==> src/rtl/core/ntt_tfg_pkg.sv <==
// Shared constants, types and modular arithmetic helpers for the twiddle generator.
package ntt_tfg_pkg;

    // Table position width and field widths
    localparam int INDEX_BITS   = 7;
    localparam int W_CMD        = 2;
    localparam int W_COEF       = 12;
    localparam int W_PROD       = 2 * W_COEF;

    // Modulus and derived constants
    localparam int Q            = 3329;
    localparam int HALF_Q       = 1664;
    localparam int RESET_ROOT   = 17;
    localparam int MONT_SHIFT   = 16;
    localparam int MONT_R       = (1 << MONT_SHIFT) % Q;

    // Barrett reduction of a product below 2^W_PROD
    localparam int BARRETT_SHIFT = W_PROD;
    localparam int BARRETT_M     = (1 << BARRETT_SHIFT) / Q;
    localparam int W_BM          = $clog2(BARRETT_M + 1);

    // One modular multiply unit per exponent bit, plus one for the Montgomery factor
    localparam int NUM_MM       = INDEX_BITS + 1;

    // Request queue between front and back
    localparam int QUEUE_DEPTH  = 2;
    localparam int W_QPTR       = (QUEUE_DEPTH > 1) ? $clog2(QUEUE_DEPTH) : 1;
    localparam int W_QCNT       = $clog2(QUEUE_DEPTH + 1);

    // Squaring counter of the power table sequencer
    localparam int CNT_W        = (INDEX_BITS > 1) ? $clog2(INDEX_BITS) : 1;

    typedef enum logic [W_CMD-1:0] {
        CMD_FWD      = 2'd0,
        CMD_INV      = 2'd1,
        CMD_FWD_MONT = 2'd2,
        CMD_INV_MONT = 2'd3
    } t_cmd;

    // Classified request handed from front to back
    typedef struct packed {
        logic [INDEX_BITS-1:0] exp;
        logic                  inv;
        logic                  mont;
    } t_req;

    // root^(2^k) mod Q for k = 0 .. INDEX_BITS-1
    typedef logic [INDEX_BITS-1:0][W_COEF-1:0] t_pw_tab;

    typedef enum logic [2:0] {
        TBL_IDLE,
        TBL_LOAD,
        TBL_MUL,
        TBL_EST,
        TBL_FIX
    } t_tbl_state;

    // Mirror the bit order of a table position
    function automatic logic [INDEX_BITS-1:0] bit_rev(input logic [INDEX_BITS-1:0] v);
        logic [INDEX_BITS-1:0] r;
        for (int b = 0; b < INDEX_BITS; b++) begin
            r[INDEX_BITS-1-b] = v[b];
        end
        return r;
    endfunction

    // Quotient estimate: floor(x * M / 2^SHIFT), never more than one below x / Q
    function automatic logic [W_COEF-1:0] barrett_est(input logic [W_PROD-1:0] x);
        logic [W_PROD+W_BM-1:0] t;
        t = (W_PROD+W_BM)'(x) * (W_PROD+W_BM)'(BARRETT_M);
        return t[BARRETT_SHIFT +: W_COEF];
    endfunction

    // Remainder from the estimate, with one correcting subtract
    function automatic logic [W_COEF-1:0] barrett_fix(input logic [W_PROD-1:0] x,
                                                      input logic [W_COEF-1:0] qh);
        logic [W_PROD-1:0] qm;
        logic [W_PROD-1:0] r;
        qm = W_PROD'(qh) * W_PROD'(Q);
        r  = x - qm;
        if (r >= W_PROD'(Q)) begin
            r = r - W_PROD'(Q);
        end
        return r[W_COEF-1:0];
    endfunction

endpackage

==> src/rtl/core/ntt_tfg_queue.sv <==
// Short request queue decoupling the front end from the arithmetic pipeline.
module ntt_tfg_queue (
    input  logic               i_clk,
    input  logic               i_rst_n,
    input  logic               i_push,
    input  ntt_tfg_pkg::t_req  i_data,
    output logic               o_full,
    input  logic               i_pop,
    output logic               o_empty,
    output ntt_tfg_pkg::t_req  o_data
);
    import ntt_tfg_pkg::*;

    t_req              r_mem [QUEUE_DEPTH];
    logic [W_QPTR-1:0] r_wr;
    logic [W_QPTR-1:0] r_rd;
    logic [W_QCNT-1:0] r_cnt;
    logic              wr_en;
    logic              rd_en;

    assign o_full  = (r_cnt == W_QCNT'(QUEUE_DEPTH));
    assign o_empty = (r_cnt == '0);
    assign wr_en   = i_push & ~o_full;
    assign rd_en   = i_pop & ~o_empty;
    assign o_data  = r_mem[r_rd];

    // Storage
    always_ff @(posedge i_clk) begin
        if (wr_en) begin
            r_mem[r_wr] <= i_data;
        end
    end

    // Pointers and fill count
    always_ff @(posedge i_clk) begin
        if (!i_rst_n) begin
            r_wr  <= '0;
            r_rd  <= '0;
            r_cnt <= '0;
        end else begin
            if (wr_en) begin
                r_wr <= (r_wr == W_QPTR'(QUEUE_DEPTH - 1)) ? '0 : r_wr + 1'b1;
            end
            if (rd_en) begin
                r_rd <= (r_rd == W_QPTR'(QUEUE_DEPTH - 1)) ? '0 : r_rd + 1'b1;
            end
            case ({wr_en, rd_en})
                2'b10:   r_cnt <= r_cnt + 1'b1;
                2'b01:   r_cnt <= r_cnt - 1'b1;
                default: r_cnt <= r_cnt;
            endcase
        end
    end

endmodule

==> config.mk <==
export PLATFORM = sky130hd
export DESIGN_NAME = ntt_tfg_queue
export DESIGN_NICKNAME = d
export VERILOG_FILES = /design/src/rtl/core/ntt_tfg_pkg.sv /design/src/rtl/core/ntt_tfg_queue.sv
export SDC_FILE = /design/constraint.sdc
export NUM_CORES = 1
export LEC_CHECK = 0
export ABC_AREA = 1
export BUFFER_PORTS_ARGS = -buffer_cell sky130_fd_sc_hd__buf_2
export CORE_UTILIZATION = 45
export DETAILED_ROUTE_END_ITERATION = 16
export PLACE_DENSITY = 0.74
export SLEW_MARGIN = 20
export SYNTH_ARGS = -nofsm -noshare
export SYNTH_HDL_FRONTEND = slang
export SYNTH_SLANG_ARGS = --single-unit
==> constraint.sdc <==
create_clock -name i_clk -period 3.8 [get_ports i_clk]
set_input_delay 0.57 -clock i_clk [delete_from_list [all_inputs] [get_ports i_clk]]
set_output_delay 0.57 -clock i_clk [all_outputs]
set_load 0.005 [all_outputs]
# Word-level counts from Yosys, hierarchy flattened
# Memories as Yosys holds them, arrays and structs flattened. A register that Yosys moved wholly into a read port is not among the register bits.
# Cells that the tools add are included.
# classes
addsub,4
n_eq_ne,3
n_mux,7
bitwise,4
n_reduce_logical,2
# ops
operator,n
$mux 1,6
$eq 2x2->1 const B,2
$pmux 2 s2,1
$add 1x1->1 const B,2
$add 2x1->2 const B,1
$and 1x1->1,2
$eq 2x1->1 const B,1
$logic_not 2->1,1
$not 1->1,2
$reduce_bool 2->1,1
$sub 2x1->2 const B,1
# word_totals
reg_bits,4
ram_bits,18
in_bits,13
output_inout_bits,11
elab_cells,24
mem_count,1
# mem_list
memory,words,width,rd,rd_ports_with_merged_regs,wr,line,text
r_mem,2,9,1,1,1,ntt_tfg_queue.sv:14,t_req r_mem [QUEUE_DEPTH];

# Depth between registers and ports, before layout
# depth
ltp_word,5
depth_mapped,10
ltp_nobuf,10

# Least setup slack after synthesis
# OpenSTA, ideal clock, no wires.
# synth_path
kind,input to register
from,input i_push
to,"memory r_mem[0][0] in the netlist's numbering, enable pin"
setup_time_ns,0.374
t_arrival_ns,1.193
path_slack_ns,2.232
path_stages,4
n_path_buf,0
path_cell_list,inv_1 nor2_2 inv_1 nor2_1
# synth_between
elab_chain_cells,3
# synth_rtl
element,line,text
from (decl),ntt_tfg_queue.sv:5,"input logic i_push,"
$and 1x1->1,ntt_tfg_queue.sv:23,assign wr_en = i_push & ~o_full;
$mux 1,ntt_tfg_queue.sv:29,if (wr_en) begin
$mux 1 (implied by the code),ntt_tfg_queue.sv:30,r_mem[r_wr] <= i_data;
to (decl),ntt_tfg_queue.sv:14,
# Every way passes these cells.

==> implementation parameters <==
Parameter                              Value

GRT
  Via count of the first global-routing pass ... 436
  Wire length of the first global-routing pass ... 1759 um
  Met3 demand-to-capacity share in global routing ... 3.462%
  Aggregate global-route resource usage ... 11.74%
  Met2 capacity usage during global routing ... 21.11%
  Met1 usage ... 12.75%
  Remaining global-route overflow ... 0
  Most congested layer reported by global routing ... met2
  Pin count of the biggest net entering global routing ... 13
  Number of antenna violations at the first check in global routing ... 0

Clock network
  Total clock sinks ... 23
  Root buffer cell ... sky130_fd_sc_hd__clkbuf_4
  # H-tree levels ... 1
  Number of buffers created by CTS ... 3
  Maximum buffer depth of the clock tree ... 2
  Number of setup buffers added after CTS ... 0
  TritonCTS clock tree ... built
  Quantity of hold-fixing buffers added after cts ... 0
  Clock slew at the register clock pins of the worst setup and hold paths ... 110 ps
  Clock latency on the worst-skew pair ... 290 ps
  Cells resized by post-CTS repair ... 0

Synth
  Number of enable-type register cells in the synthesized netlist ... 18
  Post-Synthesis Cell Area ... 910.9 um2
  Dominant register cell in the synthesized netlist ... sky130_fd_sc_hd__edfxtp_1
  Number of synthesized register bits ... 23
  Cell with the most instances after synthesis ... sky130_fd_sc_hd__edfxtp_1
  Per-instance average area after synthesis ... 13.40 um2
  Seq/Total Area, Yosys ... 70.33%
  Cells taking the most area after synthesis ... sky130_fd_sc_hd__edfxtp_1 59%, sky130_fd_sc_hd__mux2_2 11%, sky130_fd_sc_hd__dfxtp_1 11%, sky130_fd_sc_hd__nor2_1 3.7%, sky130_fd_sc_hd__inv_1 2.9%
  Share of the synthesized area in the top cell type ... 59.34%
  Yosys warning count ... 0
  Instance count of the mapped netlist ... 68
  Leading area contributor after synthesis ... sky130_fd_sc_hd__edfxtp_1
  Post-synth cell types ... 16
  Async S/R FF share, synth ... 0%
  Synth Net Count ... 82
  Leading post-synthesis cells by instance count ... 18 x sky130_fd_sc_hd__edfxtp_1, 9 x sky130_fd_sc_hd__mux2_2, 9 x sky130_fd_sc_hd__nor2_1, 7 x sky130_fd_sc_hd__inv_1, 7 x sky130_fd_sc_hd__nand2_1

Critical path
  WS Path Type ... reg2out
  CP max-delay cell ... sky130_fd_sc_hd__dfxtp_1
  CP Data Arrival Time ... 1370 ps
  Max stage delay on crit path ... 570 ps
  Startpoint kind of the worst setup timing path ... flop
  Critical Path Sink Type ... output port
  Max Fanout on Critical Path ... 9
  Cell chain of the critical path ... mux2_2 -> buf_2
  Data required, critical path ... 3230 ps

Timing
  Fin. Hold Viols ... 0
  Worst clock skew on the final layout ... 1.833 ps
  Fin crit share ... 51.14%
  Setup TNS ... 0 ps
  Unrepaired setup endpoints after global routing ... no
  Max Transition Viols Final ... 0
  Achievable frequency ... 514.6 MHz
  Headroom to the max-slew limit ... 51.85%
  Final setup vio count ... 0
  Min Tclk post-route ... 1943 ps
  Hold Slack ... 459.2 ps
  Worst Max-Slew Pin Slew ... 719.6 ps

Placed design
  Global placer's final weighted congestion ... 0.6474
  Port Buffer Count ... 23
  HPWL after detailed placement ... 913.4 um

Cells and area
  Synth-to-layout area growth ... 18.41%
  Final core area utilization ... 59.86%
  Diodes inserted ... 0
  Final nets ... 109
  Share of final-layout standard cells stronger than drive strength 1 ... 44.68%

Routing
  Number of DRC markers in iteration 0 ... 13
  Total wire length after detailed routing ... 1233 um
  DR pass1 iterations ... 4
  DRC violations left ... 0
  Vias per Instance ... 4.647
  Vias ... 553
  Antenna-violating nets left ... 0
  WL/cell ... 10.36 um

Floorplanning
  Initial Utilization ... 50.56%
  Die Height ... 46.99 um
  Boundary pin count ... 24
  Area of the placeable core ... 1802 um2
  Floorplan die width ... 46.99 um
  Die Area ... 2208 um2
  Num rows ... 15

Worst hold path
  Path type of the worst min-delay path ... in2reg

Status
  Run status ... completed

Power
  Pwr dens ... 533.5 nW/um2
  Maximum ir drop on the vdd rail ... 0.2746 mV
  Cell leakage power ... 0.4523 nW

Flow run
  Total of max-cap violations ... 0
==> flip-flops by register name, summed over array words and instances, names as in the netlist, named ones only <==
| name | count |
|---|---|
| r_cnt | 2 |
| r_rd | 1 |
| r_wr | 1 |
| r_mem | 18 |
==> critical path: cells and delay by family (launching register included) <==
family | cells | cell delay (ps)
multiplexers | 1 | 380
flip-flops | 1 | 570
buffers and inverters | 1 | 120
==> per-layer routing <==
layer  wire (um)  up-vias  part of all wire [%]
met2         656       14                    53
met3          55        2                   4.5
met4           5        0                  0.41
met5           0        -                     0
li1            -      282                     -
met1         516      255                    42
==> final cells by class <==
| cell class | count | area (um2) |
|---|---|---|
| repair buffers | 23 | 115.1 |
| well taps | 25 | 31.28 |
| fillers | 158 | 723.2 |
| flip-flops and latches | 23 | 640.6 |
| inverters | 9 | 33.78 |
| multi-input cells | 35 | 231.5 |
| clock buffers | 4 | 26.28 |
==> metrics by stage <==
step                worst slack, ps  instances   power, W  instance area (um2)
finish                         1857        119  0.0005754                 1079
global route                   1755        119  0.0006135                 1079
CTS                            1822        119  0.0005808                 1079
detailed placement             1978        115  0.0004778                 1052
global placement               2030        115  0.0004732                 1052
floorplan                      2232         68  0.0004290                910.9
==> layout by cell type, fill, tap and decap left out, drive strengths merged <==
cell type,instances
clkbuf,4
nand3,1
ha,1
nand2,8
nand4,1
inv,9
edfxtp,18
mux2,9
buf,23
a21oi,1
dfxtp,5
o21ai,1
nor2,13
==> logic make-up (layout without fill, tap and decap cells) <==
group | Yosys count | after routing | synth area share (%)
muxes | 9 | 9 | 11.13
DFF | 23 | 23 | 70.33
and+or+nand+nor | 23 | 23 | 11.81
AOI/OAI and AO/OA | 2 | 2 | 1.098
adders and majority gates | 1 | 1 | 1.373
buffers and inverters | 10 | 36 | 4.259
==> path summary, 6_finish.rpt <==
path / from / slack, ps / depth (start not counted) / to
setup / recovery: flop / 1860 / 2 / o_data[2]
hold / removal: i_data[7] / 460 / 1 / r_mem[1][7]
setup reg to reg: r_cnt[1] / 2230 / 5 / r_mem[0][7]
hold reg to reg: r_cnt[1] / 510 / 2 / r_cnt[1]
==> report_power, final <==
part           internal (W)  total [W]  switching [W]  leakage [nW]
combinational     0.0000683   0.000142      0.0000735         0.228
sequential         0.000308   0.000329      0.0000206         0.210
clock             0.0000408   0.000105      0.0000640        0.0150
(Power assumes the default switching activity.)
