**config.mk**
```make
export PLATFORM = sky130hd
export DESIGN_NAME = ntt_tfg_front
export DESIGN_NICKNAME = d
export VERILOG_FILES = /design/src/rtl/core/ntt_tfg_pkg.sv /design/src/rtl/core/ntt_tfg_front.sv
export SDC_FILE = /design/constraint.sdc
export NUM_CORES = 1
export LEC_CHECK = 0
export BUFFER_PORTS_ARGS = -buffer_cell sky130_fd_sc_hd__buf_4
export CAP_MARGIN = 20
export CORE_AREA = 2 2 39 41
export DETAILED_ROUTE_END_ITERATION = 10
export DIE_AREA = 0 0 41 43
export SYNTH_ARGS = -nofsm -noshare
export SYNTH_HDL_FRONTEND = slang
export SYNTH_SLANG_ARGS = --single-unit
export TNS_END_PERCENT = 100
```
**constraint.sdc**
```tcl
create_clock -name vclk -period 0.8
set_input_delay 0.16 -clock vclk [all_inputs]
set_output_delay 0.16 -clock vclk [all_outputs]
set_load 0.05 [all_outputs]
```
**src/rtl/core/ntt_tfg_pkg.sv**
```systemverilog
// Shared constants, types and modular arithmetic helpers for the twiddle generator.
package ntt_tfg_pkg;

    // Table position width and field widths
    localparam int INDEX_BITS   = 7;
    localparam int W_CMD        = 2;
    localparam int W_COEF       = 12;
    localparam int W_PROD       = 2 * W_COEF;

    // Modulus and derived constants
    localparam int Q            = 3329;
    localparam int HALF_Q       = 1664;
    localparam int RESET_ROOT   = 17;
    localparam int MONT_SHIFT   = 16;
    localparam int MONT_R       = (1 << MONT_SHIFT) % Q;

    // Barrett reduction of a product below 2^W_PROD
    localparam int BARRETT_SHIFT = W_PROD;
    localparam int BARRETT_M     = (1 << BARRETT_SHIFT) / Q;
    localparam int W_BM          = $clog2(BARRETT_M + 1);

    // One modular multiply unit per exponent bit, plus one for the Montgomery factor
    localparam int NUM_MM       = INDEX_BITS + 1;

    // Request queue between front and back
    localparam int QUEUE_DEPTH  = 2;
    localparam int W_QPTR       = (QUEUE_DEPTH > 1) ? $clog2(QUEUE_DEPTH) : 1;
    localparam int W_QCNT       = $clog2(QUEUE_DEPTH + 1);

    // Squaring counter of the power table sequencer
    localparam int CNT_W        = (INDEX_BITS > 1) ? $clog2(INDEX_BITS) : 1;

    typedef enum logic [W_CMD-1:0] {
        CMD_FWD      = 2'd0,
        CMD_INV      = 2'd1,
        CMD_FWD_MONT = 2'd2,
        CMD_INV_MONT = 2'd3
    } t_cmd;

    // Classified request handed from front to back
    typedef struct packed {
        logic [INDEX_BITS-1:0] exp;
        logic                  inv;
        logic                  mont;
    } t_req;

    // root^(2^k) mod Q for k = 0 .. INDEX_BITS-1
    typedef logic [INDEX_BITS-1:0][W_COEF-1:0] t_pw_tab;

    typedef enum logic [2:0] {
        TBL_IDLE,
        TBL_LOAD,
        TBL_MUL,
        TBL_EST,
        TBL_FIX
    } t_tbl_state;

    // Mirror the bit order of a table position
    function automatic logic [INDEX_BITS-1:0] bit_rev(input logic [INDEX_BITS-1:0] v);
        logic [INDEX_BITS-1:0] r;
        for (int b = 0; b < INDEX_BITS; b++) begin
            r[INDEX_BITS-1-b] = v[b];
        end
        return r;
    endfunction

    // Quotient estimate: floor(x * M / 2^SHIFT), never more than one below x / Q
    function automatic logic [W_COEF-1:0] barrett_est(input logic [W_PROD-1:0] x);
        logic [W_PROD+W_BM-1:0] t;
        t = (W_PROD+W_BM)'(x) * (W_PROD+W_BM)'(BARRETT_M);
        return t[BARRETT_SHIFT +: W_COEF];
    endfunction

    // Remainder from the estimate, with one correcting subtract
    function automatic logic [W_COEF-1:0] barrett_fix(input logic [W_PROD-1:0] x,
                                                      input logic [W_COEF-1:0] qh);
        logic [W_PROD-1:0] qm;
        logic [W_PROD-1:0] r;
        qm = W_PROD'(qh) * W_PROD'(Q);
        r  = x - qm;
        if (r >= W_PROD'(Q)) begin
            r = r - W_PROD'(Q);
        end
        return r[W_COEF-1:0];
    endfunction

endpackage

```
**src/rtl/core/ntt_tfg_front.sv**
```systemverilog
// Front end: accepts requests and turns command and index into an exponent and flags.
module ntt_tfg_front (
    input  logic                                  push,
    input  logic [ntt_tfg_pkg::W_CMD-1:0]         i_command,
    input  logic [ntt_tfg_pkg::INDEX_BITS-1:0]    i_index,
    input  logic                                  i_q_full,
    input  logic                                  i_tbl_busy,
    output logic                                  full,
    output logic                                  o_q_push,
    output ntt_tfg_pkg::t_req                     o_req
);
    import ntt_tfg_pkg::*;

    logic                  inv;
    logic                  mont;
    logic [INDEX_BITS-1:0] pos;

    // Command decode
    always_comb begin
        case (t_cmd'(i_command))
            CMD_FWD:      begin inv = 1'b0; mont = 1'b0; end
            CMD_INV:      begin inv = 1'b1; mont = 1'b0; end
            CMD_FWD_MONT: begin inv = 1'b0; mont = 1'b1; end
            CMD_INV_MONT: begin inv = 1'b1; mont = 1'b1; end
            default:      begin inv = 1'b0; mont = 1'b0; end
        endcase
    end

    // Inverse tables read the mirrored position (all-ones minus index)
    assign pos = inv ? ~i_index : i_index;

    assign o_req.exp  = bit_rev(pos);
    assign o_req.inv  = inv;
    assign o_req.mont = mont;

    // No transfer while the power table is rebuilt or the queue is full
    assign full     = i_q_full | i_tbl_busy;
    assign o_q_push = push & ~full;

endmodule

```
; ---- Word level (Yosys, flattened, before mapping)
; Index checks and enable logic that the tools add are counted.
[op_classes]
eq_ne = 3
n_mux = 3
bitwise = 4
n_reduce_logical = 5
[ops]
columns = op, n
row1 = 2-bit OR reduction, 4
row2 = 7-bit two-way mux, 1
row3 = 7-bit NOT, 1
row4 = "2-bit equality test, second input constant", 2
row5 = 1-bit case mux with 2 select lines, 2
row6 = "2-bit by 1-bit equality test with 1-bit output, second input constant", 1
row7 = 2-bit logical NOT, 1
row8 = 1-bit bitwise AND, 1
row9 = 1-bit NOT, 1
row10 = 1-bit OR, 1
[word_totals]
register_bits = 0
in_bits = 12
out_inout_bits = 11
word_cells = 15

; ---- Depth between registers and ports, before layout
; Gate-level depths: netlist of the first run.
[logic_depth]
ltp_word = 4
depth_mapped = 3
ltp_nobuf = 1

; ---- Least setup slack after synthesis of the first run
; Ideal clock, no wire load.
[synth_path]
kind = input-to-output
start = in i_tbl_busy
end = out o_q_push
arrival_ns = 1.318
t_required_ns = 0.640
setup_slack_ns = -0.678
cell_stages = 1
n_path_buf = 0
path_cell_list = nor3b_1
[synth_between]
elab_chain_len = 3
[synth_rtl]
columns = element, line
row1 = "start, declared", ntt_tfg_front.sv:7  ; input logic i_tbl_busy,
row2 = 1-bit OR, ntt_tfg_front.sv:37  ; assign full = i_q_full | i_tbl_busy;
row3 = 1-bit NOT, ntt_tfg_front.sv:38  ; assign o_q_push = push & ~full;
row4 = 1-bit bitwise AND, ntt_tfg_front.sv:38
row5 = "end, declared", ntt_tfg_front.sv:9  ; output logic o_q_push,
; Every way passes these cells.

==> impl_results.md, run 1 <==
* WP data required at 640 ps
* Die height at 43 um
* P per Cell Area at 949 nW/um^2
* Final core occ at 33.5%
* Peak supply drop at 0.349 mV
* Routed wl met2 at 210 um
* Most frequent cells in the layout: buf_6, buf_4, xor2_4
* Max frequency at 1220 MHz
* Seq cells at 0
* Leak at 0.185 nW
* CP Capture Type: output pin
* Tmin final at 817 ps
* Core ar. at 1380 sq um
* Total negative slack at -58.1 ps
* # nets final at 44
* Post-synth cell types at 6
* Largest net degree at the start of global routing at 9
* ANT nets after route at 0
* Metal-1 WL at 133 um
* Hold crit path type: input pin to output pin
* Die area at 1760 sq um
* Vias/cell at 3.37
* Clock buffer count at 0
* Gr usage total at 5.22%
* Actual slew at the worst max-slew pin at 148 ps
* IO Port Bufs at 21
* Vias at 155
* Sequential cell area fraction in the yosys report at 0%
* Slowest cell on the critical path: buf_6
* Post-synthesis cell area at 109 sq um
* Num rows at 14
* Crit path launch type: input pin
* PnR Total Power at 0.000439 W
* Syn_area_per_cell at 7.78 sq um
* Worst-path maximum fanout at 8
* Mapped Nets at 26
* Layout cells sized above 1 at 100%
* Total gr overflow at 0
* Critical path data arrival time at 660 ps
* Hold Buf Count CTS at 0
* Cells after Synth at 14
* Routability cong. at 0.523
* Post-Route WL at 452 um
* Dpl cell area at 415 sq um
* I/O pins at 23
* Syn. warnings at 0
* Outcome: finished, violations left
* Failing checks: negative setup slack
* 1st-iter DRT viols at 0
* Routed met3 length at 109 um
* Number of global-route vias before repair at 166
* Largest stage delay, worst path at 170 ps
* Top layer reached by signal wires: met3
* DR WL/cell at 9.83 um
* DRC errors left at 0
* Slew margin rel. at 90.1%
* Final Hold Viols at 0
* Drt pass-1 iters at 1
* Final setup fails at 6
* Design area at 463 sq um
* Most common cell after layout, fill and taps aside: buf_6
* Max Slew Vio Count at 0
* Initial antenna violation count at 0
* Cell chain of the critical path: buf_16 > xor2_4 > buf_6
* Sequential cell area in the final layout at 0 sq um
* Setup Crit Path Kind: input pin to output pin
* Pre-CTS setup slack at -167 ps
* P&R area growth vs syn at 325%
* Max-cap violations at 0
* First-pass GRT wire length at 669 um
* Worst setup margin at -16.8 ps
* ANT cells at 0
* Period utilisation layout at 102%
* Die Wd at 41 um
* Initial core utilization at 7.87%
* RSZ-0062 raised after global routing: yes
==> path summary, 6_finish.rpt <==
path	from	cells after the start	end
worst min-delay path	i_command[1]	0	o_req[0]
worst max-delay path	i_command[0]	3	o_req[8]
==> report_power, final <==
group          switching [W]  total (W)  internal [W]
Combinational       0.000252   0.000439      0.000187
Clock                      0          0             0
Sequential                 0          0             0
Total               0.000252   0.000439      0.000187
==> worst max-delay path, delay by kind of cell <==
kind,cells,cell delay (ps)
buf+inv,2,320
xor+xnor,1,160
==> Yosys cell counts <==
cell | number | area [sq um]
nor3b_1 | 1 | 7.51
buf_4 | 2 | 15.0
xor2_1 | 7 | 61.3
clkbuf_1 | 2 | 7.51
or2_2 | 1 | 6.26
buf_6 | 1 | 11.3
==> stage by stage <==
step | hold WS, ps | cells
after floorplan | 384 | 14
after global placement | 321 | 47
after detailed placement | 321 | 47
after CTS | 321 | 46
after global routing | 320 | 46
final | 320 | 46
==> cells by family after synthesis <==
kind of cell	after synthesis	synth area share, %
xor+xnor	7	56.3
buf+inv	5	31.0
simple gates	2	12.6
==> repair_timing <==
| action | in CTS | in global routing |
|---|---|---|
| hold endpoints to repair | 0 | 0 |
| pin swaps | 2 | 2 |
| cloned | 0 | 0 |
| buffers inserted | 0 | 0 |
| setup endpoints to repair | 10 | 9 |
| gates resized for setup | 16 | 1 |
==> metal layers <==
layer / track usage, % / vias up
met5: 0 / -
met4: 0 / 0
met3: 0.524 / 0
met2: 9.69 / 21
met1: 6.43 / 66
li1: - / 68
==> final cells by class <==
class                           instances  area (sq um)
Multi-Input combinational cell          9           220
Tap cell                               16          20.0
Timing Repair Buffer                   21           223
Fill cell                             138           921
Note: power is estimated with default switching activity, not from simulation.
==> run 2: changes to the inputs <==
==> constraint.sdc (replaced) <==
create_clock -name vclk -period 1
set_input_delay 0.2 -clock vclk [all_inputs]
set_output_delay 0.2 -clock vclk [all_outputs]
set_load 0.05 [all_outputs]
==> run 2 against run 1 <==
- the run now ends clean
- setup slack better by 43 ps
- global-route usage decreased by 1.5 points
- critical path depth stayed put
- clock-buffer cell count stayed put
- first-iteration DRC count unchanged
- sequential share of layout area stayed put
- routed wire length shrank 27%
- via count decreased by 13%
- sequential cell count unchanged
- die area unchanged
- hold slack improved by 80 ps
- final cell count stayed put
==> impl_results.md, run 2 (synthesis gave the netlist of run 1 again) <==
* PnR Total Power at 0.000271 W
* Max frequency at 1030 MHz
* Final Hold Viols at 0
* Number of global-route vias before repair at 111
* Critical path data arrival time at 770 ps
* Core ar. at 1380 sq um
* P&R area growth vs syn at 198%
* Worst setup margin at 25.8 ps
* Post-CTS setup repair buffer count at 0
* RSZ-0062 raised after global routing: no
* Hold Buf Count CTS at 0
* Drt pass-1 iters at 1
* Worst-path maximum fanout at 2
* Layout cells sized above 1 at 100%
* Die area at 1760 sq um
* I/O pins at 23
* Placed Cells at 46
* First-pass GRT wire length at 476 um
* Slew margin rel. at 89.7%
* Layout Cells excl Fill at 46
* Max-cap violations at 0
* # nets final at 44
* Total gr overflow at 0
* Die Wd at 41 um
* Clock buffer count at 0
* Final HPWL DP at 303 um
* Max Slew Vio Count at 0
* Num rows at 14
* Sequential cell area in the final layout at 0 sq um
* Peak supply drop at 0.134 mV
* Min-Delay Path Depth at 0
* Tmin final at 974 ps
* Seq cells at 0
* WP data required at 800 ps
* Outcome: finished, final reports clean
* Setup Crit Path Kind: input pin to output pin
* Gr usage total at 3.71%
* Hold crit path type: input pin to output pin
* CTS resizes at 0
* P per Cell Area at 837 nW/um^2
* Die height at 43 um
* DR WL/cell at 7.17 um
* Vias/cell at 2.93
* Initial core utilization at 7.87%
* ANT nets after route at 0
* DRC errors left at 0
* Final core occ at 23.4%
* Most common cell after layout, fill and taps aside: buf_4
* Initial antenna violation count at 0
* Leak at 0.151 nW
* Period utilisation layout at 97.4%
* Routability cong. at 0.484
* IO Port Bufs at 21
* Vias at 135
* Pre-CTS setup slack at 2.61 ps
* Post-Route WL at 330 um
* 1st-iter DRT viols at 0
* Most frequent cells in the layout: buf_4, xor2_2, buf_6, or2_2, nor3b_4
* Actual slew at the worst max-slew pin at 154 ps
* ANT cells at 0
* CP Capture Type: output pin
* Final setup fails at 0
* Largest net degree at the start of global routing at 9
* Crit path launch type: input pin
## run 2: cell count changes in the layout (fill, tap and decap cells not counted)
cell | previous run | this run
buf_6 | 10 | 2
xor2_2 | 0 | 7
buf_16 | 1 | 0
xor2_4 | 7 | 0
buf_8 | 1 | 0
buf_4 | 9 | 19
or2_2 | 0 | 1
or2_4 | 1 | 0
## run 2: layer usage
metal	global-route usage, %	routed length (um)	vias to the layer above
li1	-	-	63
met1	3.83	82	60
met2	7.19	177	12
met3	1.05	70	0
met4	0	0	0
met5	0	0	-
## run 2: path summary, 6_finish.rpt
check	from	to	slack, ps
worst max-delay path	i_tbl_busy	full	30
worst min-delay path	i_command[1]	o_req[0]	400
## run 2: final cells by class
type                            instances  area (sq um)
Fill cell                             153          1060
Timing Repair Buffer                   21           165
Multi-Input combinational cell          9           139
Tap cell                               16          20.0
## run 2: metrics by stage
| stage | area, sq um | TNS, ps | hold slack [ps] |
|---|---|---|---|
| 5_1_grt | 324 | 0 | 400 |
| 2_1_floorplan | 173 | -422 | 464 |
| 6_report | 324 | 0 | 400 |
| 3_3_place_gp | 317 | 0 | 400 |
| 4_1_cts | 317 | 0 | 400 |
| 3_5_place_dp | 317 | 0 | 400 |
## run 2: critical path: stages
cell   delay [ps]
buf_4         120
or2_2         290
buf_6         160
## run 2: where the power goes
part	switching [W]	internal (W)	leakage, nW
clock network	0	0	0
registers	0	0	0
logic	0.000173	0.0000985	0.151
total	0.000173	0.0000985	0.151
