## src/rtl/core/ntt_tfg_pkg.sv

```systemverilog
// Shared constants, types and modular arithmetic helpers for the twiddle generator.
package ntt_tfg_pkg;

    // Table position width and field widths
    localparam int INDEX_BITS   = 7;
    localparam int W_CMD        = 2;
    localparam int W_COEF       = 12;
    localparam int W_PROD       = 2 * W_COEF;

    // Modulus and derived constants
    localparam int Q            = 3329;
    localparam int HALF_Q       = 1664;
    localparam int RESET_ROOT   = 17;
    localparam int MONT_SHIFT   = 16;
    localparam int MONT_R       = (1 << MONT_SHIFT) % Q;

    // Barrett reduction of a product below 2^W_PROD
    localparam int BARRETT_SHIFT = W_PROD;
    localparam int BARRETT_M     = (1 << BARRETT_SHIFT) / Q;
    localparam int W_BM          = $clog2(BARRETT_M + 1);

    // One modular multiply unit per exponent bit, plus one for the Montgomery factor
    localparam int NUM_MM       = INDEX_BITS + 1;

    // Request queue between front and back
    localparam int QUEUE_DEPTH  = 2;
    localparam int W_QPTR       = (QUEUE_DEPTH > 1) ? $clog2(QUEUE_DEPTH) : 1;
    localparam int W_QCNT       = $clog2(QUEUE_DEPTH + 1);

    // Squaring counter of the power table sequencer
    localparam int CNT_W        = (INDEX_BITS > 1) ? $clog2(INDEX_BITS) : 1;

    typedef enum logic [W_CMD-1:0] {
        CMD_FWD      = 2'd0,
        CMD_INV      = 2'd1,
        CMD_FWD_MONT = 2'd2,
        CMD_INV_MONT = 2'd3
    } t_cmd;

    // Classified request handed from front to back
    typedef struct packed {
        logic [INDEX_BITS-1:0] exp;
        logic                  inv;
        logic                  mont;
    } t_req;

    // root^(2^k) mod Q for k = 0 .. INDEX_BITS-1
    typedef logic [INDEX_BITS-1:0][W_COEF-1:0] t_pw_tab;

    typedef enum logic [2:0] {
        TBL_IDLE,
        TBL_LOAD,
        TBL_MUL,
        TBL_EST,
        TBL_FIX
    } t_tbl_state;

    // Mirror the bit order of a table position
    function automatic logic [INDEX_BITS-1:0] bit_rev(input logic [INDEX_BITS-1:0] v);
        logic [INDEX_BITS-1:0] r;
        for (int b = 0; b < INDEX_BITS; b++) begin
            r[INDEX_BITS-1-b] = v[b];
        end
        return r;
    endfunction

    // Quotient estimate: floor(x * M / 2^SHIFT), never more than one below x / Q
    function automatic logic [W_COEF-1:0] barrett_est(input logic [W_PROD-1:0] x);
        logic [W_PROD+W_BM-1:0] t;
        t = (W_PROD+W_BM)'(x) * (W_PROD+W_BM)'(BARRETT_M);
        return t[BARRETT_SHIFT +: W_COEF];
    endfunction

    // Remainder from the estimate, with one correcting subtract
    function automatic logic [W_COEF-1:0] barrett_fix(input logic [W_PROD-1:0] x,
                                                      input logic [W_COEF-1:0] qh);
        logic [W_PROD-1:0] qm;
        logic [W_PROD-1:0] r;
        qm = W_PROD'(qh) * W_PROD'(Q);
        r  = x - qm;
        if (r >= W_PROD'(Q)) begin
            r = r - W_PROD'(Q);
        end
        return r[W_COEF-1:0];
    endfunction

endpackage

```

## src/rtl/core/ntt_tfg_pow_table.sv

```systemverilog
// Root register and sequencer that builds root^(2^k) mod Q by repeated squaring.
module ntt_tfg_pow_table (
    input  logic                              i_clk,
    input  logic                              i_rst_n,
    input  logic                              i_cfg_we,
    input  logic [ntt_tfg_pkg::W_COEF-1:0]    i_cfg_data,
    output logic                              o_busy,
    output ntt_tfg_pkg::t_pw_tab              o_pw
);
    import ntt_tfg_pkg::*;

    t_tbl_state          r_state, n_state;
    logic [W_COEF-1:0]   r_root,  n_root;
    logic [W_COEF-1:0]   r_sq,    n_sq;
    logic [W_PROD-1:0]   r_x,     n_x;
    logic [W_COEF-1:0]   r_qh,    n_qh;
    t_pw_tab             r_pw,    n_pw;
    logic [CNT_W-1:0]    r_k,     n_k;

    // Control registers
    always_ff @(posedge i_clk) begin
        if (!i_rst_n) begin
            r_state <= TBL_LOAD;
            r_root  <= W_COEF'(RESET_ROOT);
            r_k     <= '0;
        end else begin
            r_state <= n_state;
            r_root  <= n_root;
            r_k     <= n_k;
        end
    end

    // Datapath registers
    always_ff @(posedge i_clk) begin
        r_sq <= n_sq;
        r_x  <= n_x;
        r_qh <= n_qh;
        r_pw <= n_pw;
    end

    // Sequencer: load reduced root, then square/estimate/fix per further table entry
    always_comb begin
        logic [W_COEF-1:0] root_red;
        logic [W_COEF-1:0] val;
        t_pw_tab           shifted;

        root_red = (r_root >= W_COEF'(Q)) ? r_root - W_COEF'(Q) : r_root;
        val      = barrett_fix(r_x, r_qh);
        shifted  = r_pw >> W_COEF;

        n_state = r_state;
        n_root  = r_root;
        n_sq    = r_sq;
        n_x     = r_x;
        n_qh    = r_qh;
        n_pw    = r_pw;
        n_k     = r_k;

        case (r_state)
            TBL_IDLE: begin
                n_state = TBL_IDLE;
            end
            TBL_LOAD: begin
                n_sq                   = root_red;
                n_pw                   = shifted;
                n_pw[INDEX_BITS-1]     = root_red;
                n_k                    = '0;
                n_state                = (INDEX_BITS > 1) ? TBL_MUL : TBL_IDLE;
            end
            TBL_MUL: begin
                n_x     = W_PROD'(r_sq) * W_PROD'(r_sq);
                n_state = TBL_EST;
            end
            TBL_EST: begin
                n_qh    = barrett_est(r_x);
                n_state = TBL_FIX;
            end
            TBL_FIX: begin
                n_sq               = val;
                n_pw               = shifted;
                n_pw[INDEX_BITS-1] = val;
                if (r_k == CNT_W'(INDEX_BITS - 2)) begin
                    n_state = TBL_IDLE;
                end else begin
                    n_k     = r_k + 1'b1;
                    n_state = TBL_MUL;
                end
            end
            default: begin
                n_state = TBL_LOAD;
            end
        endcase

        // A new root restarts the build
        if (i_cfg_we) begin
            n_root  = i_cfg_data;
            n_state = TBL_LOAD;
        end
    end

    assign o_busy = (r_state != TBL_IDLE);
    assign o_pw   = r_pw;

endmodule

```

## config.mk

```make
export PLATFORM = sky130hd
export DESIGN_NAME = ntt_tfg_pow_table
export DESIGN_NICKNAME = d
export VERILOG_FILES = /design/src/rtl/core/ntt_tfg_pkg.sv /design/src/rtl/core/ntt_tfg_pow_table.sv
export SDC_FILE = /design/constraint.sdc
export NUM_CORES = 1
export LEC_CHECK = 0
export BUFFER_PORTS_ARGS = -buffer_cell sky130_fd_sc_hd__buf_2
export CORE_ASPECT_RATIO = 0.75
export CORE_UTILIZATION = 60
export CTS_BUF_LIST = sky130_fd_sc_hd__clkbuf_4 sky130_fd_sc_hd__clkbuf_8 sky130_fd_sc_hd__clkbuf_16
export DETAILED_ROUTE_END_ITERATION = 8
export PLACE_DENSITY_LB_ADDON = 0.15
export SYNTH_ARGS = -nofsm -noshare
export SYNTH_HDL_FRONTEND = slang
export SYNTH_SLANG_ARGS = --single-unit
```

## constraint.sdc

```tcl
create_clock -name i_clk -period 6.89 [get_ports i_clk]
set_input_delay 0.3445 -clock i_clk [delete_from_list [all_inputs] [get_ports i_clk]]
set_output_delay 0.3445 -clock i_clk [all_outputs]
set_load 0.02 [all_outputs]
```

# Word level (Yosys, flattened, before mapping)
# Index checks and enable logic that the tools add are counted.
[totals] regBits=150 inputBits=15 output_inout_bits=85 wordCells=42
[op_classes] order_cmp=2 n_reduce_logical=5 n_eq_ne=6 addsub=4 mux=8 bitwise=1 n_mul=3
[ops] cell="one-hot mux 84 bit (2 select lines)" count=1
[ops] cell="multiplier 24 x 13 -> 36 bit, second input constant" count=1
[ops] cell=">= comparator 24 x 12 -> 1 bit, second input constant" count=1
[ops] cell="multiplier 12 x 12 -> 24 bit" count=1
[ops] cell="multiplier 12 x 12 -> 24 bit, second input constant" count=1
[ops] cell="2-to-1 mux 12 bit" count=2
[ops] cell="one-hot mux 12 bit (2 select lines)" count=1
[ops] cell="subtractor 12 bit, second input constant" count=2
[ops] cell="subtractor 24 bit" count=1
[ops] cell="one-hot mux 3 bit (5 select lines)" count=1
[ops] cell=">= comparator 12 bit, second input constant" count=1
[ops] cell="equality test 3 x 2 -> 1 bit, second input constant" count=2
[ops] cell="equality test 3 bit, second input constant" count=2
[ops] cell="one-hot mux 3 bit (2 select lines)" count=1
[ops] cell="adder 3 x 1 -> 3 bit, second input constant" count=1
[ops] cell="equality test 3 x 1 -> 1 bit, second input constant" count=1
[ops] cell="zero test 3 bit" count=1
[ops] cell="2-to-1 mux 3 bit" count=1
[ops] cell="nonzero test 3 bit" count=1
[ops] cell="2-to-1 mux 2 bit" count=1
[ops] cell="inequality test 2 bit, second input constant" count=1
[ops] cell="AND reduction 2 bit" count=1
[ops] cell="nonzero test 2 bit" count=1
[ops] cell="OR reduction 2 bit" count=1
[ops] cell="NOT 1 bit" count=1

# Depth between registers and ports, before layout
# Gate-level depths: netlist of run 1.
[logic_depth] word_depth=5 mapped_depth=22 mapped_depth_nobuf=21

# Worst setup path after synthesis of run 1
# OpenSTA, ideal clock, no wires.
[synth_path] path_kind="reg-to-reg" start="register r_sq[5]" end="register r_x[23] (data pin)" synth_period_minus_slack_ns=6.125 setup_time_ns=0.258 stages_incl_launch_ff=20 slack_ns=0.765 n_path_buf=1 arrival_time_ns=5.867 required_ns=6.632 cell_sequence="edfxtp_1 > clkbuf_1 > nand2_1 > fa_1 > inv_1 > fa_1 > inv_1 > fa_1 > fa_1 > inv_1 > fa_1 > ha_1 > and3_1 > a221oi_1 > o21ai_0 > o311ai_1 > a21oi_1 > a2111oi_0 > a21oi_1 > xnor2_1"
[synth_between] elab_chain_cells=1
[synth_lines] element="start: declaration" line_no="ntt_tfg_pow_table.sv:14" text="logic [W_COEF-1:0] r_sq, n_sq;"
[synth_lines] element="start signal: assignment" line_no="ntt_tfg_pow_table.sv:35" text="r_sq <= n_sq;"
[synth_lines] element="multiplier 12 x 12 -> 24 bit" line_no="ntt_tfg_pow_table.sv:71" text="n_x = W_PROD'(r_sq) * W_PROD'(r_sq);"
[synth_lines] element="end signal: assignment" line_no="ntt_tfg_pow_table.sv:36" text="r_x <= n_x;"
[synth_lines] element="end: declaration" line_no="ntt_tfg_pow_table.sv:15" text="logic [W_PROD-1:0] r_x, n_x;"
# Every way passes these cells.
# A chain may end at the register's enable or synchronous reset.

# Final worst setup path of run 1
[layout_path] start="register r_x[10]" end="register r_qh[10] (data pin)"
[layout_between] elab_chain_cells=1
[layout_lines] element="multiplier 24 x 13 -> 36 bit" line_no="ntt_tfg_pkg.sv:70" text="t = (W_PROD+W_BM)'(x) * (W_PROD+W_BM)'(BARRETT_M);"
[layout_lines] element="end signal: assignment" line_no="ntt_tfg_pow_table.sv:37" text="r_qh <= n_qh;"
[layout_lines] element="end: declaration" line_no="ntt_tfg_pow_table.sv:16" text="logic [W_COEF-1:0] r_qh, n_qh;"
# Every way passes these cells.

==> results of run 1 <==
cell usage after synthesis (19+ instances only):
cell,n,area [um2]
sky130_fd_sc_hd__inv_1,403,1510
sky130_fd_sc_hd__ha_1,259,3240
sky130_fd_sc_hd__fa_1,230,4600
sky130_fd_sc_hd__edfxtp_1,119,3570
sky130_fd_sc_hd__nand2_1,75,282
sky130_fd_sc_hd__buf_4,72,541
sky130_fd_sc_hd__nor2_1,57,214
sky130_fd_sc_hd__and2_1,49,307
sky130_fd_sc_hd__a21oi_1,45,225
sky130_fd_sc_hd__o21ai_0,42,210
sky130_fd_sc_hd__xnor2_1,39,342
sky130_fd_sc_hd__xor2_1,25,219
sky130_fd_sc_hd__nor2b_1,24,150
sky130_fd_sc_hd__clkbuf_1,21,78.8
sky130_fd_sc_hd__nand3_1,19,95.1
cell type report:
| cell class | count | area, um2 | area share, % |
|---|---|---|---|
| multi-input combinational | 1064 | 11500 | 61.8 |
| sequential | 137 | 3930 | 21.2 |
| inverter | 404 | 1520 | 8.16 |
| timing repair buffer | 113 | 601 | 3.23 |
| tap | 385 | 482 | 2.59 |
| clock buffer | 17 | 425 | 2.29 |
| clock inverter | 15 | 140 | 0.754 |
cell families (layout without fill, tap and decap cells):
family                     count (synthesis)  count (layout)  share of synthesized area (%)
xor gates and xnor gates                  64              64                           3.19
and+or+nand+nor                          311             311                           9.22
muxes                                     21              21                           1.23
other                                      2               3                         0.0428
DFF                                      137             137                           22.4
buffers and inverters                    500             549                           12.3
AOI/OAI and AO/OA                        176             176                           6.89
adders and majority gates                489             489                           44.7
flip-flops by register name, summed over array words and instances (netlist names):
name and cells:
o_pw 72, r_k 3, r_qh 12, r_root 12, r_sq 12, r_state 3, r_x 23
what timing repair did:
action / CTS / global route
setup endpoints to repair: 0 / 2
resized for setup: 0 / 3
setup buffers: 0 / 0
final timing paths:
| kind | slack [ns] | depth (start not counted) | to | start |
|---|---|---|---|---|
| max | 0.54 | 19 | r_qh[10]$_DFFE_PP_ | r_x[10]$_DFFE_PN_ |
| min | 0.12 | 3 | r_root[4]$_SDFFE_PN1P_ | i_cfg_data[4] |
| max reg2reg | 0.54 | 19 | r_qh[10]$_DFFE_PP_ | r_x[10]$_DFFE_PN_ |
| min reg2reg | 0.44 | 0 | o_pw[8]$_DFFE_PP_ | o_pw[20]$_DFFE_PP_ |
per-layer routing:
metal / wire (um) / vias to the layer above
met5: 0 / -
met4: 400 / 0
met3: 1350 / 27
met2: 16100 / 161
met1: 16400 / 5610
li1: - / 5456
worst register-to-register path: stages, from the launching register on:
cell and delay, ns:
sky130_fd_sc_hd__edfxtp_1 0.60, sky130_fd_sc_hd__fa_1 0.59, sky130_fd_sc_hd__fa_1 0.56, sky130_fd_sc_hd__inv_1 0.08
sky130_fd_sc_hd__fa_1 0.51, sky130_fd_sc_hd__inv_1 0.05, sky130_fd_sc_hd__fa_1 0.55, sky130_fd_sc_hd__fa_1 0.42
sky130_fd_sc_hd__ha_1 0.32, sky130_fd_sc_hd__nand4_1 0.10, sky130_fd_sc_hd__a21oi_1 0.14, sky130_fd_sc_hd__a21oi_1 0.14
sky130_fd_sc_hd__o31a_1 0.33, sky130_fd_sc_hd__o311ai_0 0.37, sky130_fd_sc_hd__buf_4 0.21, sky130_fd_sc_hd__nand4_1 0.10
sky130_fd_sc_hd__a21bo_2 0.23, sky130_fd_sc_hd__a21boi_0 0.46, sky130_fd_sc_hd__o22ai_1 0.19, sky130_fd_sc_hd__xnor2_1 0.16
per-stage QoR:
step / utilization (%) / hold WS [ns] / instance area, um2 / worst slack, ns
after detailed placement: 63.4 / 0.428 / 18000 / 0.172
after CTS: 65.4 / 0.108 / 18600 / 0.149
after floorplan: - / 0.428 / 17500 / 0.765
after global routing: 65.5 / 0.123 / 18600 / 0.164
final: 65.5 / 0.122 / 18600 / 0.535
after global placement: 63.4 / 0.423 / 18000 / 0.388
==> impl_metrics.yaml, run 1 <==
critical_path:
  path_class: "register to register"
  worstPathBufferInverterCount: 3
  worst_path_max_delay_cell: "sky130_fd_sc_hd__edfxtp_1"
  worstSetupStartpointType: "register"
  slowest_delay_ns: 0.60
  crit_arrival_ns: 6.55
  timing.critical_path.required_ns: 7.08
  crit_family: "adder cells"
  cp_cell_sequence: "fa_1 -> fa_1 -> inv_1 -> fa_1 -> inv_1 -> fa_1 -> fa_1 -> ha_1 -> nand4_1 -> a21oi_1 -> a21oi_1 -> o31a_1 -> o311ai_0 -> buf_4 -> nand4_1 -> a21bo_2 -> a21boi_0 -> o22ai_1 -> xnor2_1"
  cp_common_cell: "sky130_fd_sc_hd__fa_1"
  critical_path_peak_fanout: 7
  critical_path.endpoint_type: "register"
global_route:
  number_of_antenna_violations_at_the_first_check_in_global_routing: 0
  grt_most_used_layer: "met2"
  grt_use_met2_pct: 39.2
  grt_use_met1_pct: 35.4
  grt_max_degree: 85
  first_global_vias: 11600
  grt_use_total_pct: 24.5
  grt_met3_usage_pct: 4.21
  overflow: 0
  grt_first_pass_wirelength_um: 56700
sta:
  post-route-min-period_ns: 6.35
  final_max_slew_viol_count: 0
  setup_repair_after_global_routing_missed_its_margin: "false"
  clock_skew_ns: 0.00629
  setup_total_negative_slack_ns: 0
  timing.final.hold_violations: 0
  fin_crit_sh_pct: 92.2
  clock.fmax_mhz: 157
  max_slew.worst_pin.slew_ns: 1.03
  timing.slew.headroom_pct: 31.4
  setup_viol: 0
clocking:
  clk_path_buf_depth: 2
  cts_hold_repair.buffers: 0
  cts_tree: "yes"
  clkTransAtPathRegs_ns: 0.06
  ctsRootBufferMaster: "sky130_fd_sc_hd__clkbuf_16"
  worst_skew_pair.late_latency_ns: 0.44
  cts.sink_count: 137
  cts-htree-levels: 4
  cts_inserted_buffers: 17
route:
  route.vias.total: 11300
  via_per_inst: 5.27
  drt-total-wl_um: 34200
  wl_per_cell_um: 16.0
  drt-initial-drc-count: 548
  firstDrtPassIters: 5
  drtAntennaViolNets: 0
  drcViolationCount: 0
synth:
  post_synth_num_cell_types: 79
  synth_sequential_area_ratio_pct: 22.4
  synth_warnings: 0
  seq_cells_post_synth: 137
  post_synth_instance_area_mm2: 0.0175
  synthArstFlopShare_pct: 0
  netlist_instances: 1700
  synth_edf_count: 119
  syn_avg_cell_area_um2: 10.3
  ys.flop_type: "sky130_fd_sc_hd__edfxtp_1"
die:
  boundaryPins: 100
  start_util_pct: 61.8
  fp.dieW_um: 199
  std_cell_rows: 53
  die_height_um: 150
  core-area_mm2: 0.0284
  die_area_mm2: 0.0299
layout:
  final.fill_count: 2347
  finalNetCount: 2241
  insertedDiodeCount: 0
  mostFrequentLayoutCell: "sky130_fd_sc_hd__inv_1"
  syn_to_final_growth_pct: 5.90
  layoutNonFillerInstCount: 2135
  layout_common_cells: "sky130_fd_sc_hd__inv_1 (403), sky130_fd_sc_hd__ha_1 (259), sky130_fd_sc_hd__fa_1 (230)"
  layout-drive-gt1-share_pct: 9.94
place:
  numPlacedInstances: 2103
  portBuffers: 99
  post-dp-hpwl_um: 28500
  gpl.final_weighted_congestion: 0.875
min_path:
  hold_path_class: "input port to register"
flow_run:
  cap_violations: 0
run_status:
  run_status: "finished, final reports clean"
Power of run 1 is left out: the tool's default activity adds up to more than one toggle a clock period on the data nets, which glitch-free logic cannot reach.
==> run 2: changes to the inputs <==
Settings changed: PLACE_DENSITY set to 0.79, PLACE_DENSITY_LB_ADDON 0.15 to not set.
==> impl_metrics.yaml, run 2 (synthesis gave the netlist of run 1 again) <==
run_status:
  run_status: "finished, final reports clean"
place:
  gpl.final_weighted_congestion: 0.878
  portBuffers: 99
  post-dp-hpwl_um: 28400
layout:
  mostFrequentLayoutCell: "sky130_fd_sc_hd__inv_1"
  layout-drive-gt1-share_pct: 10.0
  insertedDiodeCount: 0
  postLayoutCoreUtil_pct: 65.5
  layout_common_cells: "sky130_fd_sc_hd__inv_1 (403), sky130_fd_sc_hd__ha_1 (259), sky130_fd_sc_hd__fa_1 (230)"
  syn_to_final_growth_pct: 5.98
  largest_register_ffs: 72
  finalNetCount: 2239
critical_path:
  r2r-end: "r_x[23]$_DFFE_PN_"
  worst_path_max_delay_cell: "sky130_fd_sc_hd__edfxtp_1"
  cp_cell_sequence: "inv_1 -> nor2_1 -> fa_1 -> inv_1 -> fa_1 -> fa_1 -> inv_1 -> fa_1 -> fa_1 -> ha_1 -> o21ai_0 -> nand2b_1 -> and3_1 -> a221oi_2 -> o21ai_0 -> o311ai_2 -> a21oi_1 -> a2111oi_4 -> a21oi_1 -> xnor2_1"
  critical_path.endpoint_type: "register"
  slowest_delay_ns: 0.57
  cp_common_cell: "sky130_fd_sc_hd__fa_1"
  timing_endpoint_of_the_critical_path: "r_x[23]$_DFFE_PN_"
  crit_arrival_ns: 6.70
  path_class: "register to register"
  reg2reg_setup_slack_ns: 0.39
  depth_of_the_worst_register_to_register_path: 20
  r2r_start: "r_sq[4]$_DFFE_PP_"
  setup.worst_path.start: "r_sq[4]$_DFFE_PP_"
  worstSetupStartpointType: "register"
  critical_path_peak_fanout: 10
  timing.critical_path.required_ns: 7.09
route:
  drtAntennaViolNets: 0
  wl_per_cell_um: 16.4
  drt-initial-drc-count: 530
  route.vias.total: 11400
  drt-total-wl_um: 34900
  via_per_inst: 5.35
  firstDrtPassIters: 5
  drcViolationCount: 0
sta:
  max_slew.worst_pin.slew_ns: 1.10
  timing.slew.headroom_pct: 26.9
  final_max_slew_viol_count: 0
  setup_total_negative_slack_ns: 0
  clock.fmax_mhz: 154
  clock_skew_ns: 0.0123
  setup_viol: 0
  post-route-min-period_ns: 6.50
  fin_crit_sh_pct: 94.4
  setup_repair_after_global_routing_missed_its_margin: "false"
  timing.final.hold_violations: 0
global_route:
  grt_max_degree: 85
  grt_use_total_pct: 25.1
  grt_most_used_layer: "met2"
  first_global_vias: 11700
  grt_met3_usage_pct: 4.88
  grt_use_met2_pct: 41.2
  grt_use_met1_pct: 34.5
  grt_first_pass_wirelength_um: 57600
  overflow: 0
  number_of_antenna_violations_at_the_first_check_in_global_routing: 0
die:
  boundaryPins: 100
  std_cell_rows: 53
  start_util_pct: 61.8
  core-area_mm2: 0.0284
  die_height_um: 150
  die_area_mm2: 0.0299
  fp.dieW_um: 199
clocking:
  cts-htree-levels: 4
  clkTransAtPathRegs_ns: 0.07
  cts_tree: "yes"
  cts.sink_count: 137
  ctsRootBufferMaster: "sky130_fd_sc_hd__clkbuf_16"
  cts_inserted_buffers: 17
  cts_hold_repair.buffers: 0
  clk_path_buf_depth: 2
  worst_skew_pair.late_latency_ns: 0.45
min_path:
  hold_path_class: "input port to register"
flow_run:
  cap_violations: 0
## run 2: changes by cell type in the layout (fill, tap and decap cells not counted), moves of 2 or more
cell / previous run / this run
sky130_fd_sc_hd__clkinv_4: 3 / 0
sky130_fd_sc_hd__buf_4: 14 / 12
sky130_fd_sc_hd__clkinv_1: 2 / 0
sky130_fd_sc_hd__inv_6: 3 / 5
sky130_fd_sc_hd__clkinv_8: 0 / 2
sky130_fd_sc_hd__inv_8: 2 / 4
## run 2: how the worst min path moves through the flow
stage / start / end / cells after the start / slack [ns]
after floorplan: o_pw[12]$_DFFE_PP_ / o_pw[0]$_DFFE_PP_ / 0 / 0.43
after global placement: o_pw[19]$_DFFE_PP_ / o_pw[7]$_DFFE_PP_ / 0 / 0.42
after detailed placement: o_pw[40]$_DFFE_PP_ / o_pw[28]$_DFFE_PP_ / 0 / 0.43
after CTS: i_cfg_data[4] / r_root[4]$_SDFFE_PN1P_ / 3 / 0.1
after global routing: i_cfg_data[4] / r_root[4]$_SDFFE_PN1P_ / 3 / 0.11
final: i_cfg_data[4] / r_root[4]$_SDFFE_PN1P_ / 3 / 0.11
## run 2: metal layers
layer  routed length, um  vias to the layer above
met5                   0                        -
li1                    -                     5470
met3                1520                       41
met2               16900                      224
met4                 495                        0
met1               16000                     5673
## run 2: layout make-up
cell class,count,area [um2]
Timing Repair Buffer,111,586
Fill cell,2208,9790
Multi-Input combinational cell,1064,11500
Inverter,404,1520
Clock inverter,15,149
Tap cell,385,482
Sequential cell,137,3930
Clock buffer,17,425
## run 2: timing repair
action	4_1_cts	5_1_grt
cloned	0	0
setup buffers	0	1
endpoints found under the setup margin	2	2
resized for setup	2	3
## run 2: worst max-delay path, delay by kind of cell (launching register included)
family          cells  cell delay (ns)
simple gates        3             0.58
fa+ha+maj           6             2.78
buf+inv             3             0.32
xor+xnor            1             0.14
compound gates      7             1.86
flops               1             0.57
## run 2: per-stage QoR
step / hold slack [ns] / worst slack [ns] / cell area, um2 / cells
2_1_floorplan: 0.428 / 0.765 / 17500 / 1701
3_3_place_gp: 0.423 / 0.351 / 18000 / 2100
3_5_place_dp: 0.428 / 0.0372 / 18000 / 2100
4_1_cts: 0.0976 / 0.0948 / 18600 / 2132
5_1_grt: 0.111 / 0.0654 / 18600 / 2133
6_report: 0.112 / 0.389 / 18600 / 2133
Power of run 2 is left out for the same reason.
==> run 3: changes to the inputs <==
Clock period 6.89 ns to 6.3 ns, I/O delays scaled along.
==> impl_metrics.yaml, run 3 (synthesis gave the netlist of run 1 again) <==
layout:
  postLayoutCoreUtil_pct: 66.7
  insertedDiodeCount: 0
  syn_to_final_growth_pct: 7.82
  final.fill_count: 2150
  largest_register_ffs: 72
  finalNetCount: 2279
  seq_area_mm2: 0.00393
  multi_input_comb_area_mm2: 0.0115
  mostFrequentLayoutCell: "sky130_fd_sc_hd__inv_1"
  layout-drive-gt1-share_pct: 12.3
  layout_common_cells: "sky130_fd_sc_hd__inv_1 (403), sky130_fd_sc_hd__ha_1 (259), sky130_fd_sc_hd__fa_1 (230)"
clocking:
  worst_skew_pair.late_latency_ns: 0.44
  cts-htree-levels: 4
  cts_hold_repair.buffers: 0
  cts_tree: "yes"
  ctsRootBufferMaster: "sky130_fd_sc_hd__clkbuf_16"
  cts_inserted_buffers: 17
  cts.sink_count: 137
  clk_path_buf_depth: 2
  clkTransAtPathRegs_ns: 0.07
sta:
  clock_skew_ns: 0.0114
  fin_crit_sh_pct: 95.2
  clock.fmax_mhz: 167
  setup_viol: 0
  final_max_slew_viol_count: 0
  timing.final.hold_violations: 0
  post-route-min-period_ns: 6.00
  max_slew.worst_pin.slew_ns: 0.978
  timing.slew.headroom_pct: 34.8
critical_path:
  depth_of_the_worst_register_to_register_path: 23
  setup.worst_path.start: "r_qh[2]$_DFFE_PP_"
  worstSetupStartpointType: "register"
  r2r-end: "r_sq[5]$_DFFE_PP_"
  r2r_start: "r_qh[2]$_DFFE_PP_"
  reg2reg_setup_slack_ns: 0.30
  crit_arrival_ns: 6.20
  timing.critical_path.required_ns: 6.50
  timing_endpoint_of_the_critical_path: "r_sq[5]$_DFFE_PP_"
  critical_path_peak_fanout: 17
  path_class: "register to register"
  critical_path.endpoint_type: "register"
place:
  post-dp-hpwl_um: 28600
  portBuffers: 99
  gpl.final_weighted_congestion: 0.914
route:
  via_per_inst: 5.35
  wl_per_cell_um: 16.1
  firstDrtPassIters: 5
  route.vias.total: 11600
  drt-initial-drc-count: 496
  drcViolationCount: 0
  drtAntennaViolNets: 0
  drt-total-wl_um: 35000
die:
  std_cell_rows: 53
  core-area_mm2: 0.0284
  boundaryPins: 100
  die_height_um: 150
  die_area_mm2: 0.0299
  start_util_pct: 61.8
  fp.dieW_um: 199
global_route:
  number_of_antenna_violations_at_the_first_check_in_global_routing: 1
  grt_use_total_pct: 24.6
  grt_first_pass_wirelength_um: 57400
  first_global_vias: 11900
  overflow: 0
  grt_max_degree: 81
run_status:
  run_status: "finished, final reports clean"
min_path:
  hold_path_class: "input port to register"
flow_run:
  cap_violations: 0
==> run 3: stage by stage <==
stage               cell area (um2)  worst slack [ns]  std cells  hold slack, ns  setup TNS (ns)
CTS                           18700            0.0430       2155          0.0951               0
detailed placement            18200            0.0154       2123           0.428               0
global route                  18900           -0.0383       2173           0.112         -0.0427
floorplan                     17500             0.175       1701           0.428               0
global placement              18200             0.186       2123           0.424               0
finish                        18900             0.300       2173           0.106               0
==> run 3: per-layer routing <==
metal,share of wire [%],global-route usage (%),vias up
li1,-,-,5554
met1,45,33.5,5770
met2,48,40.5,270
met3,5.4,5.17,39
met4,1.4,5.53,2
met5,0.029,0,-
==> run 3: cell type report <==
cell class              instances  share of cell area (%)
clock buffers                  17                    2.25
clock inverters                15                   0.807
inverters                     404                    8.02
multi-input cells            1064                    60.8
flip-flops and latches        137                    20.8
well taps                     385                    2.55
repair buffers                151                    4.75
==> run 3: worst max-delay path: stages, from the launching register on <==
cell and delay, ns:
sky130_fd_sc_hd__edfxtp_1 0.45, sky130_fd_sc_hd__ha_1 0.31, sky130_fd_sc_hd__inv_1 0.05, sky130_fd_sc_hd__fa_1 0.52, sky130_fd_sc_hd__inv_1 0.05, sky130_fd_sc_hd__ha_1 0.26, sky130_fd_sc_hd__inv_1 0.05, sky130_fd_sc_hd__fa_1 0.53
sky130_fd_sc_hd__inv_1 0.06, sky130_fd_sc_hd__fa_1 0.53, sky130_fd_sc_hd__inv_1 0.06, sky130_fd_sc_hd__ha_1 0.37, sky130_fd_sc_hd__a21oi_1 0.16, sky130_fd_sc_hd__o21ai_1 0.14, sky130_fd_sc_hd__a221oi_2 0.27, sky130_fd_sc_hd__o31ai_2 0.14
sky130_fd_sc_hd__a31o_1 0.28, sky130_fd_sc_hd__a2111oi_4 0.38, sky130_fd_sc_hd__o211ai_2 0.15, sky130_fd_sc_hd__nor4_4 0.32, sky130_fd_sc_hd__buf_12 0.20, sky130_fd_sc_hd__mux2i_1 0.23, sky130_fd_sc_hd__nor3_2 0.09, sky130_fd_sc_hd__buf_4 0.14
==> run 3: how the worst min path moves through the flow <==
stage                        from                     end  slack, ns  cells after the start
2_1_floorplan  o_pw[12]$_DFFE_PP_       o_pw[0]$_DFFE_PP_       0.43                      0
3_3_place_gp   o_pw[20]$_DFFE_PP_       o_pw[8]$_DFFE_PP_       0.42                      0
3_5_place_dp   o_pw[22]$_DFFE_PP_      o_pw[10]$_DFFE_PP_       0.43                      0
4_1_cts             i_cfg_data[0]  r_root[0]$_SDFFE_PN1P_        0.1                      3
5_1_grt             i_cfg_data[4]  r_root[4]$_SDFFE_PN1P_       0.11                      3
6_report            i_cfg_data[4]  r_root[4]$_SDFFE_PN1P_       0.11                      3
==> run 3: repair_timing <==
action	CTS	global route
buffers inserted	0	18
pin swaps	0	1
resized for setup	1	13
setup endpoints to repair	1	16
Power of run 3 is left out for the same reason.
